**src/design/aelcd_pkg.sv**
```systemverilog
// Shared types and default sizes of the display terminal block.
package aelcd_pkg;

  localparam int LINE_WIDTH_DEF = 16;
  localparam int MAX_ARGS_DEF   = 4;

  // Which write groups one text byte causes
  typedef struct packed {
    logic lead;   // one command or character write
    logic span;   // a run of spaces
    logic trail;  // a set-address write at the final cursor
  } plan_t;

  // Controller to datapath
  typedef struct packed {
    logic take;
    logic emit_lead;
    logic emit_span;
    logic emit_trail;
    logic last;
  } cmd_t;

  // Datapath to controller
  typedef struct packed {
    plan_t now;         // plan of the byte on the input channel
    plan_t held;        // plan of the byte being worked on
    logic  span_final;  // the next space is the last of the run
  } stat_t;

endpackage

```
**src/design/aelcd_if.sv**
```systemverilog
// Valid/ready channel interfaces for text input and display bus output.
interface aelcd_text_if;
  logic       valid;
  logic       ready;
  logic [7:0] text_byte;

  modport source (output valid, output text_byte, input ready);
  modport sink (input valid, input text_byte, output ready);
endinterface

interface aelcd_bus_if;
  logic       valid;
  logic       ready;
  logic       is_char;
  logic [7:0] bus_byte;
  logic       last;

  modport source (output valid, output is_char, output bus_byte, output last, input ready);
  modport sink (input valid, input is_char, input bus_byte, input last, output ready);
endinterface

```
**src/design/ansi_escape_char_lcd_terminal.sv**
```systemverilog
// Top level: text stream with cursor escapes in, two-line display bus writes out.
//
// Input channel "text" carries one text byte per word; output channel "bus"
// carries one display write per word: is_char selects character data or a
// command, bus_byte holds the code, last marks the final write of a byte.
// Plain bytes make one character write while the cursor is before line end;
// ESC and ESC-[ start a sequence with up to MAX_ARGS decimal arguments,
// ended by a cursor or erase final. After a byte is accepted the sequencer
// steps through its write groups and loads the output register with one
// write per cycle while the receiver takes them; a newline or whole-line
// erase makes the most writes, LINE_WIDTH+2 of them. A new byte is taken
// once the sequencer has loaded the last write, even while that write
// still waits in the output register.
// When the receiver stalls, the output word holds and the sequencer waits.
// Synchronous reset puts the cursor at the top-left, drops any escape and
// empties the output register; there is no clearing pass.
module ansi_escape_char_lcd_terminal #(
  parameter int LINE_WIDTH = aelcd_pkg::LINE_WIDTH_DEF,
  parameter int MAX_ARGS   = aelcd_pkg::MAX_ARGS_DEF
) (
  input logic         clk,
  input logic         rst,
  aelcd_text_if.sink  text,
  aelcd_bus_if.source bus
);

  aelcd_pkg::cmd_t  cmd;
  aelcd_pkg::stat_t stat;

  aelcd_ctrl u_ctrl (
    .clk       (clk),
    .rst       (rst),
    .in_valid  (text.valid),
    .out_ready (bus.ready),
    .stat      (stat),
    .in_ready  (text.ready),
    .out_valid (bus.valid),
    .cmd       (cmd)
  );

  aelcd_dp #(
    .LINE_WIDTH (LINE_WIDTH),
    .MAX_ARGS   (MAX_ARGS)
  ) u_dp (
    .clk       (clk),
    .rst       (rst),
    .text_byte (text.text_byte),
    .cmd       (cmd),
    .stat      (stat),
    .is_char   (bus.is_char),
    .bus_byte  (bus.bus_byte),
    .last      (bus.last)
  );

endmodule

```
**src/design/aelcd_dp.sv**
```systemverilog
// Datapath: escape parser, cursor and argument state, write planning and output word.
module aelcd_dp #(
  parameter int LINE_WIDTH = aelcd_pkg::LINE_WIDTH_DEF,
  parameter int MAX_ARGS   = aelcd_pkg::MAX_ARGS_DEF
) (
  input  logic              clk,
  input  logic              rst,
  input  logic [7:0]        text_byte,
  input  aelcd_pkg::cmd_t   cmd,
  output aelcd_pkg::stat_t  stat,
  output logic              is_char,
  output logic [7:0]        bus_byte,
  output logic              last
);

  localparam int CW = $clog2(LINE_WIDTH + 1);
  localparam int IW = $clog2(MAX_ARGS);
  localparam logic [CW-1:0] LW       = CW'(LINE_WIDTH);
  localparam logic [8:0]    LW9      = 9'(LINE_WIDTH);
  localparam logic [IW-1:0] IDX_LAST = IW'(MAX_ARGS - 1);

  localparam logic [7:0] CH_ESC       = 8'h1B;
  localparam logic [7:0] CH_NEWLINE   = 8'h0A;
  localparam logic [7:0] CH_SPACE     = 8'h20;
  localparam logic [7:0] CH_0         = "0";
  localparam logic [7:0] CH_9         = "9";
  localparam logic [7:0] CH_SEMI      = ";";
  localparam logic [7:0] CH_LBRACK    = "[";
  localparam logic [7:0] CH_UP        = "A";
  localparam logic [7:0] CH_DOWN      = "B";
  localparam logic [7:0] CH_FWD       = "C";
  localparam logic [7:0] CH_BACK      = "D";
  localparam logic [7:0] CH_NEXT_LN   = "E";
  localparam logic [7:0] CH_PREV_LN   = "F";
  localparam logic [7:0] CH_COL_ABS   = "G";
  localparam logic [7:0] CH_HOME      = "H";
  localparam logic [7:0] CH_HOME_ALT  = "f";
  localparam logic [7:0] CH_CLEAR     = "J";
  localparam logic [7:0] CH_ERASE     = "K";
  localparam logic [7:0] CMD_CLEAR    = 8'h01;
  localparam logic [7:0] ARG_MAX      = 8'hFF;
  localparam logic [6:0] ROW1_BASE    = 7'h40;
  localparam logic [6:0] ROW0_BASE    = 7'h00;

  typedef enum logic [1:0] {MODE_NONE, MODE_ESC, MODE_SEQ} mode_t;

  // Cursor and parser state
  mode_t         mode;
  logic          row;
  logic [CW-1:0] col;
  logic [7:0]    args [MAX_ARGS];
  logic [IW-1:0] arg_idx;

  // Work of the current byte
  aelcd_pkg::plan_t plan;
  logic [7:0]       lead_byte;
  logic             lead_char;
  logic [CW-1:0]    pos;
  logic [CW-1:0]    span_end;

  mode_t            mode_next;
  logic             row_next;
  logic [CW-1:0]    col_next;
  logic [7:0]       args_next [MAX_ARGS];
  logic [IW-1:0]    arg_idx_next;
  aelcd_pkg::plan_t plan_next;
  logic [7:0]       lead_byte_next;
  logic             lead_char_next;
  logic [CW-1:0]    pos_next;
  logic [CW-1:0]    span_end_next;

  function automatic logic [CW-1:0] clamp_col(input logic [8:0] v);
    return (v > LW9) ? LW : CW'(v);
  endfunction

  function automatic logic [7:0] addr_cmd(input logic r, input logic [CW-1:0] c);
    logic [6:0] base;
    base = r ? ROW1_BASE : ROW0_BASE;
    return {1'b1, base + 7'(c)};
  endfunction

  // Argument and column arithmetic
  logic          seq;
  logic [7:0]    a0;
  logic          a0_nz;
  logic [7:0]    step;
  logic [8:0]    sum_fwd;
  logic [CW-1:0] col_fwd;
  logic [CW-1:0] col_back;
  logic [CW-1:0] col_abs;
  logic [CW-1:0] col_home;
  logic          home_col_open;
  logic [7:0]    arg_cur;
  logic [11:0]   arg_acc;
  logic [7:0]    arg_sat;

  assign seq      = (mode == MODE_SEQ);
  assign a0       = seq ? args[0] : 8'd0;
  assign a0_nz    = (a0 != 8'd0);
  assign step     = a0_nz ? a0 : 8'd1;
  assign sum_fwd  = 9'(col) + 9'(step);
  assign col_fwd  = clamp_col(sum_fwd);
  assign col_back = (9'(col) >= 9'(step)) ? CW'(9'(col) - 9'(step)) : '0;
  assign col_abs  = a0_nz ? clamp_col(9'(a0 - 8'd1)) : '0;
  assign home_col_open = seq && (arg_idx != '0) && (args[1] != 8'd0);
  assign col_home = home_col_open ? clamp_col(9'(args[1] - 8'd1)) : '0;
  assign arg_cur  = args[arg_idx];
  assign arg_acc  = 12'({arg_cur, 3'b000}) + 12'({arg_cur, 1'b0}) + 12'(text_byte[3:0]);
  assign arg_sat  = (arg_acc > 12'(ARG_MAX)) ? ARG_MAX : arg_acc[7:0];

  // Decode the byte on the input channel into next state and write plan
  always_comb begin
    mode_next      = mode;
    row_next       = row;
    col_next       = col;
    for (int i = 0; i < MAX_ARGS; i++) begin
      args_next[i] = args[i];
    end
    arg_idx_next   = arg_idx;
    plan_next      = '0;
    lead_byte_next = lead_byte;
    lead_char_next = 1'b0;
    pos_next       = pos;
    span_end_next  = span_end;

    if (mode != MODE_NONE) begin
      unique case (text_byte) inside
        [CH_0:CH_9]: begin
          if (seq) begin
            args_next[arg_idx] = arg_sat;
          end else begin
            mode_next = MODE_NONE;
          end
        end
        CH_SEMI: begin
          if (seq) begin
            if (arg_idx < IDX_LAST) begin
              arg_idx_next = arg_idx + 1'b1;
              args_next[IW'(arg_idx + 1'b1)] = 8'd0;
            end
          end else begin
            mode_next = MODE_NONE;
          end
        end
        CH_LBRACK: begin
          arg_idx_next = '0;
          args_next[0] = 8'd0;
          mode_next    = MODE_SEQ;
        end
        CH_UP, CH_DOWN, CH_NEXT_LN, CH_PREV_LN: begin
          mode_next = MODE_NONE;
          if (text_byte == CH_NEXT_LN || text_byte == CH_PREV_LN) begin
            col_next = '0;
          end
          row_next       = a0_nz ? (row ^ a0[0]) : ~row;
          plan_next.lead = 1'b1;
          lead_byte_next = addr_cmd(row_next, col_next);
        end
        CH_FWD: begin
          mode_next      = MODE_NONE;
          col_next       = col_fwd;
          plan_next.lead = 1'b1;
          lead_byte_next = addr_cmd(row, col_fwd);
        end
        CH_BACK: begin
          mode_next      = MODE_NONE;
          col_next       = col_back;
          plan_next.lead = 1'b1;
          lead_byte_next = addr_cmd(row, col_back);
        end
        CH_COL_ABS: begin
          mode_next      = MODE_NONE;
          col_next       = col_abs;
          plan_next.lead = 1'b1;
          lead_byte_next = addr_cmd(row, col_abs);
        end
        CH_HOME, CH_HOME_ALT: begin
          mode_next      = MODE_NONE;
          col_next       = col_home;
          row_next       = a0_nz ? (a0 != 8'd1) : 1'b0;
          plan_next.lead = 1'b1;
          lead_byte_next = addr_cmd(row_next, col_home);
        end
        CH_CLEAR: begin
          mode_next      = MODE_NONE;
          plan_next.lead = 1'b1;
          lead_byte_next = CMD_CLEAR;
        end
        CH_ERASE: begin
          mode_next = MODE_NONE;
          if (a0 == 8'd1) begin
            // Blank from line start up to the cursor
            plan_next.lead = 1'b1;
            plan_next.span = (col != '0);
            lead_byte_next = addr_cmd(row, '0);
            pos_next       = '0;
            span_end_next  = col;
          end else if (a0 == 8'd2) begin
            // Blank the whole line, then return to the cursor
            plan_next.lead  = 1'b1;
            plan_next.span  = 1'b1;
            plan_next.trail = 1'b1;
            lead_byte_next  = addr_cmd(row, '0);
            pos_next        = '0;
            span_end_next   = LW;
          end else begin
            // Blank from the cursor to line end, then return
            plan_next.span  = (col != LW);
            plan_next.trail = 1'b1;
            pos_next        = col;
            span_end_next   = LW;
          end
        end
        default: begin
          mode_next = MODE_NONE;
        end
      endcase
    end else if (text_byte == CH_ESC) begin
      mode_next = MODE_ESC;
    end else if (text_byte == CH_NEWLINE) begin
      // Move to the other line and blank it
      row_next        = ~row;
      col_next        = '0;
      plan_next.lead  = 1'b1;
      plan_next.span  = 1'b1;
      plan_next.trail = 1'b1;
      lead_byte_next  = addr_cmd(~row, '0);
      pos_next        = '0;
      span_end_next   = LW;
    end else if (col < LW) begin
      col_next       = col + 1'b1;
      plan_next.lead = 1'b1;
      lead_char_next = 1'b1;
      lead_byte_next = text_byte;
    end
  end

  // Control state: update on an accepted byte, advance the space pointer
  always_ff @(posedge clk) begin
    if (rst) begin
      mode    <= MODE_NONE;
      row     <= 1'b0;
      col     <= '0;
      for (int i = 0; i < MAX_ARGS; i++) begin
        args[i] <= 8'd0;
      end
      arg_idx <= '0;
      plan    <= '0;
      pos     <= '0;
    end else if (cmd.take) begin
      mode    <= mode_next;
      row     <= row_next;
      col     <= col_next;
      args    <= args_next;
      arg_idx <= arg_idx_next;
      plan    <= plan_next;
      pos     <= pos_next;
    end else if (cmd.emit_span) begin
      pos <= pos + 1'b1;
    end
  end

  // Payload of the current byte's work
  always_ff @(posedge clk) begin
    if (cmd.take) begin
      lead_byte <= lead_byte_next;
      lead_char <= lead_char_next;
      span_end  <= span_end_next;
    end
  end

  // Output word register
  always_ff @(posedge clk) begin
    if (cmd.emit_lead) begin
      is_char  <= lead_char;
      bus_byte <= lead_byte;
      last     <= cmd.last;
    end else if (cmd.emit_span) begin
      is_char  <= 1'b1;
      bus_byte <= CH_SPACE;
      last     <= cmd.last;
    end else if (cmd.emit_trail) begin
      is_char  <= 1'b0;
      bus_byte <= addr_cmd(row, col);
      last     <= cmd.last;
    end
  end

  assign stat.now        = plan_next;
  assign stat.held       = plan;
  assign stat.span_final = (CW'(pos + 1'b1) == span_end);

endmodule

```
**src/design/aelcd_ctrl.sv**
```systemverilog
// Controller: sequences the lead write, the space run and the trailing address write.
module aelcd_ctrl (
  input  logic             clk,
  input  logic             rst,
  input  logic             in_valid,
  input  logic             out_ready,
  input  aelcd_pkg::stat_t stat,
  output logic             in_ready,
  output logic             out_valid,
  output aelcd_pkg::cmd_t  cmd
);

  typedef enum logic [1:0] {ST_IDLE, ST_LEAD, ST_SPAN, ST_TRAIL} state_t;

  state_t state;
  state_t state_next;
  logic   free;
  logic   emitting;

  assign free     = !out_valid || out_ready;
  assign emitting = cmd.emit_lead || cmd.emit_span || cmd.emit_trail;
  assign in_ready = (state == ST_IDLE);

  // Pick the next write group and issue one word per free cycle
  always_comb begin
    cmd        = '0;
    state_next = state;
    unique case (state)
      ST_IDLE: begin
        if (in_valid) begin
          cmd.take = 1'b1;
          if (stat.now.lead) begin
            state_next = ST_LEAD;
          end else if (stat.now.span) begin
            state_next = ST_SPAN;
          end else if (stat.now.trail) begin
            state_next = ST_TRAIL;
          end
        end
      end
      ST_LEAD: begin
        if (free) begin
          cmd.emit_lead = 1'b1;
          cmd.last      = !stat.held.span && !stat.held.trail;
          if (stat.held.span) begin
            state_next = ST_SPAN;
          end else if (stat.held.trail) begin
            state_next = ST_TRAIL;
          end else begin
            state_next = ST_IDLE;
          end
        end
      end
      ST_SPAN: begin
        if (free) begin
          cmd.emit_span = 1'b1;
          cmd.last      = stat.span_final && !stat.held.trail;
          if (stat.span_final) begin
            state_next = stat.held.trail ? ST_TRAIL : ST_IDLE;
          end
        end
      end
      ST_TRAIL: begin
        if (free) begin
          cmd.emit_trail = 1'b1;
          cmd.last       = 1'b1;
          state_next     = ST_IDLE;
        end
      end
      default: begin
        state_next = ST_IDLE;
      end
    endcase
  end

  // Hold state and the output valid flag
  always_ff @(posedge clk) begin
    if (rst) begin
      state     <= ST_IDLE;
      out_valid <= 1'b0;
    end else begin
      state <= state_next;
      if (emitting) begin
        out_valid <= 1'b1;
      end else if (out_ready) begin
        out_valid <= 1'b0;
      end
    end
  end

endmodule

```
**src/flat_wrapper.sv**
```systemverilog
// flat-port wrapper written by rule: the top's interface ports become plain ports
module ansi_escape_char_lcd_terminal_flat 
#(
  parameter int LINE_WIDTH = aelcd_pkg::LINE_WIDTH_DEF,
  parameter int MAX_ARGS   = aelcd_pkg::MAX_ARGS_DEF
)
  (clk, rst, text_valid, text_text_byte, text_ready, bus_valid, bus_is_char, bus_bus_byte, bus_last, bus_ready);
  aelcd_text_if text_i ();
  aelcd_bus_if bus_i ();
  input logic clk;
  input logic rst;
  input wire logic [$bits(text_i.valid)-1:0] text_valid;
  input wire logic [$bits(text_i.text_byte)-1:0] text_text_byte;
  output wire logic [$bits(text_i.ready)-1:0] text_ready;
  output wire logic [$bits(bus_i.valid)-1:0] bus_valid;
  output wire logic [$bits(bus_i.is_char)-1:0] bus_is_char;
  output wire logic [$bits(bus_i.bus_byte)-1:0] bus_bus_byte;
  output wire logic [$bits(bus_i.last)-1:0] bus_last;
  input wire logic [$bits(bus_i.ready)-1:0] bus_ready;
  assign text_i.valid = text_valid;
  assign text_i.text_byte = text_text_byte;
  assign text_ready = text_i.ready;
  assign bus_valid = bus_i.valid;
  assign bus_is_char = bus_i.is_char;
  assign bus_bus_byte = bus_i.bus_byte;
  assign bus_last = bus_i.last;
  assign bus_i.ready = bus_ready;
  ansi_escape_char_lcd_terminal #(.LINE_WIDTH(LINE_WIDTH), .MAX_ARGS(MAX_ARGS)) u_core (.clk(clk), .rst(rst), .text(text_i), .bus(bus_i));
endmodule
```
**config.mk**
```make
export PLATFORM = sky130hd
export DESIGN_NAME = ansi_escape_char_lcd_terminal_flat
export DESIGN_NICKNAME = d
export VERILOG_FILES = /design/src/design/aelcd_pkg.sv /design/src/design/aelcd_if.sv /design/src/design/ansi_escape_char_lcd_terminal.sv /design/src/design/aelcd_dp.sv /design/src/design/aelcd_ctrl.sv /design/src/flat_wrapper.sv
export SDC_FILE = /design/constraint.sdc
export NUM_CORES = 1
export LEC_CHECK = 0
export ABC_AREA = 1
export BUFFER_PORTS_ARGS = -buffer_cell sky130_fd_sc_hd__buf_2
export CORE_MARGIN = 1.5
export CORE_UTILIZATION = 40
export DETAILED_ROUTE_END_ITERATION = 10
export PLACE_DENSITY = 0.7
export SYNTH_ARGS = -nofsm -noshare
export SYNTH_HDL_FRONTEND = slang
export SYNTH_HIERARCHICAL = 1
export SYNTH_SLANG_ARGS = --single-unit
```
**constraint.sdc**
```tcl
create_clock -name clk -period 3.15 [get_ports clk]
set_input_delay 0.315 -clock clk [delete_from_list [all_inputs] [get_ports clk]]
set_output_delay 0.315 -clock clk [all_outputs]
set_load 0.1 [all_outputs]
```
==> qor.yml <==
outcome:
  status: "complete, no violations"
timing:
  max_freq_mhz: 329
  slew_viol_final: 0
  period_share_pct: 96.5
  max_slew_margin_pct: 44.6
  fin_setup_tns_ps: 0
  timing.final.crit_period_ps: 3040
  setup_viol: 0
  rsz0062_at_grt: "true"
  hold_viol: 0
  clock-skew-final_ps: 7.80
  worst_pin_slew_ps: 831
routing:
  routed_wl_um: 18200
  drc: 0
  wl_per_cell_um: 14.5
  drtIter0Drc: 638
  vias: 6545
  first_pass_iters: 5
  drtAntennaViolNets: 0
  via_per_inst: 5.24
grt:
  antenna_found_initial: 0
  grt_pass1_vias: 6087
  grt.total_usage_pct: 22.7
  gr-total-overflow: 0
  grt_max_degree: 29
  grt_pass1_wl_um: 29600
floorplan:
  fp-row-count: 45
  dieArea_um2: 16600
  core-area_um2: 15400
  fp.dieH_um: 129
  die_w_um: 129
  boundaryPins: 24
  start_util_pct: 41.3
layout:
  layout.cells.non_filler: 1249
  areaGrowthSynthToFinish_pct: 16.7
  final_common_cell: "nand2_1"
  nNetsFinal: 1092
  drive_above_1_share_pct: 17.7
  final_cell_mix: "nand2_1, inv_1, nor2_1"
  fill_cells: 1558
  antenna_cells: 0
power:
  ir_drop_uv: 609
  p_per_area_nw_per_um2: 566
  power.leakage_nw: 3.55
clocking:
  clockBufferDepth: 2
  cts_root_buf: "clkbuf_16"
  cts_buffers: 9
  cts_tree: "yes"
  clock-sinks: 76
  htree_levels: 3
  clk_latency_ps: 350
  cts_hold_buffers: 0
  clk_pin_slew_ps: 60
critical_path:
  slowest_delay_ps: 550
  crit_arrival_ps: 3240
  worstSetupPathType: "reg2reg"
  cp-end-kind: "flop"
  required_ps: 3350
  path_cells: "buf_4, nor2_1, o21ai_2, fa_1, inv_1, fa_1, inv_1, nand4_1, nand3_1, o21bai_1, nor3_2, buf_4, nand2_1, nand2_1, a21oi_1"
  cpMaxStageDelayCell: "fa_1"
  critical_path.startpoint_type: "flop"
  cp_max_fo: 13
placed_design:
  globalplace.congestion: 0.960
  hpwlAfterDp_um: 14200
  dp.cells: 1227
  port_buffers: 23
job:
  drv_cap: 0
synth:
  synth_area_um2: 6350
  avgSynthCellArea_um2: 6.59
  ys_warn_count: 6
  syn_nets: 1023
  synth_cells: 964
min_path:
  hold_class: "in2reg"
## final cells by class
type                       count  area, µm²  area share, %
timing repair buffer          76        517           6.98
clock inverter                 6       41.3          0.557
tap                          211        264           3.56
clock buffer                  10        229           3.09
sequential                    76       1770           23.9
inverter                     135        510           6.89
multi-input combinational    735       4080           55.1
## worst max-delay path, delay by kind of cell, from the launching register on
| family | cells | cell delay [ps] |
|---|---|---|
| AO/OA/AOI/OAI | 3 | 270 |
| adder cells (fa/ha/maj) | 2 | 980 |
| flip-flops | 1 | 320 |
| buffers and inverters | 4 | 510 |
| AND/OR/NAND/NOR | 6 | 810 |
## report_power, final
part	switching, mW	internal (mW)
Combinational	1.42	0.489
Sequential	0.107	1.23
Clock	0.410	0.533
Total	1.94	2.25
## registers in the layout (all words and copies together), names as in the netlist, 2 cells and up
register and cells:
u_core/u_dp/stat 2, u_core/u_ctrl/state 2, u_core/u_dp/lead_byte 8, u_core/u_dp/span_end 5, u_core/u_dp/args 32, u_core/u_dp/mode 2, u_core/u_dp/col 5, u_core/u_dp/pos 5
u_core/u_dp/arg_idx 2, u_core/u_dp/bus_byte 8
## through the flow
stage | area (µm²) | hold WS, ps | power (mW) | worst slack [ps] | utilization [%]
3_3_place_gp | 6990 | 457 | 3.20 | 26.5 | 45.4
3_5_place_dp | 6990 | 464 | 3.22 | -11.1 | 45.4
2_1_floorplan | 6360 | 446 | 2.82 | 6.82 | -
5_1_grt | 7410 | 324 | 4.45 | -69.8 | 48.2
4_1_cts | 7260 | 293 | 4.18 | 5.99 | 47.2
6_report | 7410 | 306 | 4.19 | 111 | 48.2
## final timing paths
kind,slack (ps),depth (start not counted),to,start
worst min-delay path,310,3,u_core/u_dp/lead_byte[6]$_DFFE_PP_,text_text_byte[6]
worst max-delay path,110,15,u_core/u_dp/args[17]$_SDFFE_PP0P_,u_core/u_dp/arg_idx[0]$_SDFFE_PP0P_
worst min register to register,470,2,u_core/u_dp/args[5]$_SDFFE_PP0P_,u_core/u_dp/args[5]$_SDFFE_PP0P_
worst max register to register,110,15,u_core/u_dp/args[17]$_SDFFE_PP0P_,u_core/u_dp/arg_idx[0]$_SDFFE_PP0P_
## routing by layer
layer	up-vias	track usage [%]	part of all wire, %
li1	3305	-	-
met1	2975	29.8	45
met2	225	37.3	45
met5	-	0	0
met4	0	8.79	2.9
met3	40	3.74	6.3
## timing repair
item / in CTS / in global routing
endpoints found under the setup margin: 7 / 42
buffers inserted: 0 / 6
gates resized for setup: 3 / 38
pin swaps: 0 / 18
Power figures use the tool's default switching activity.
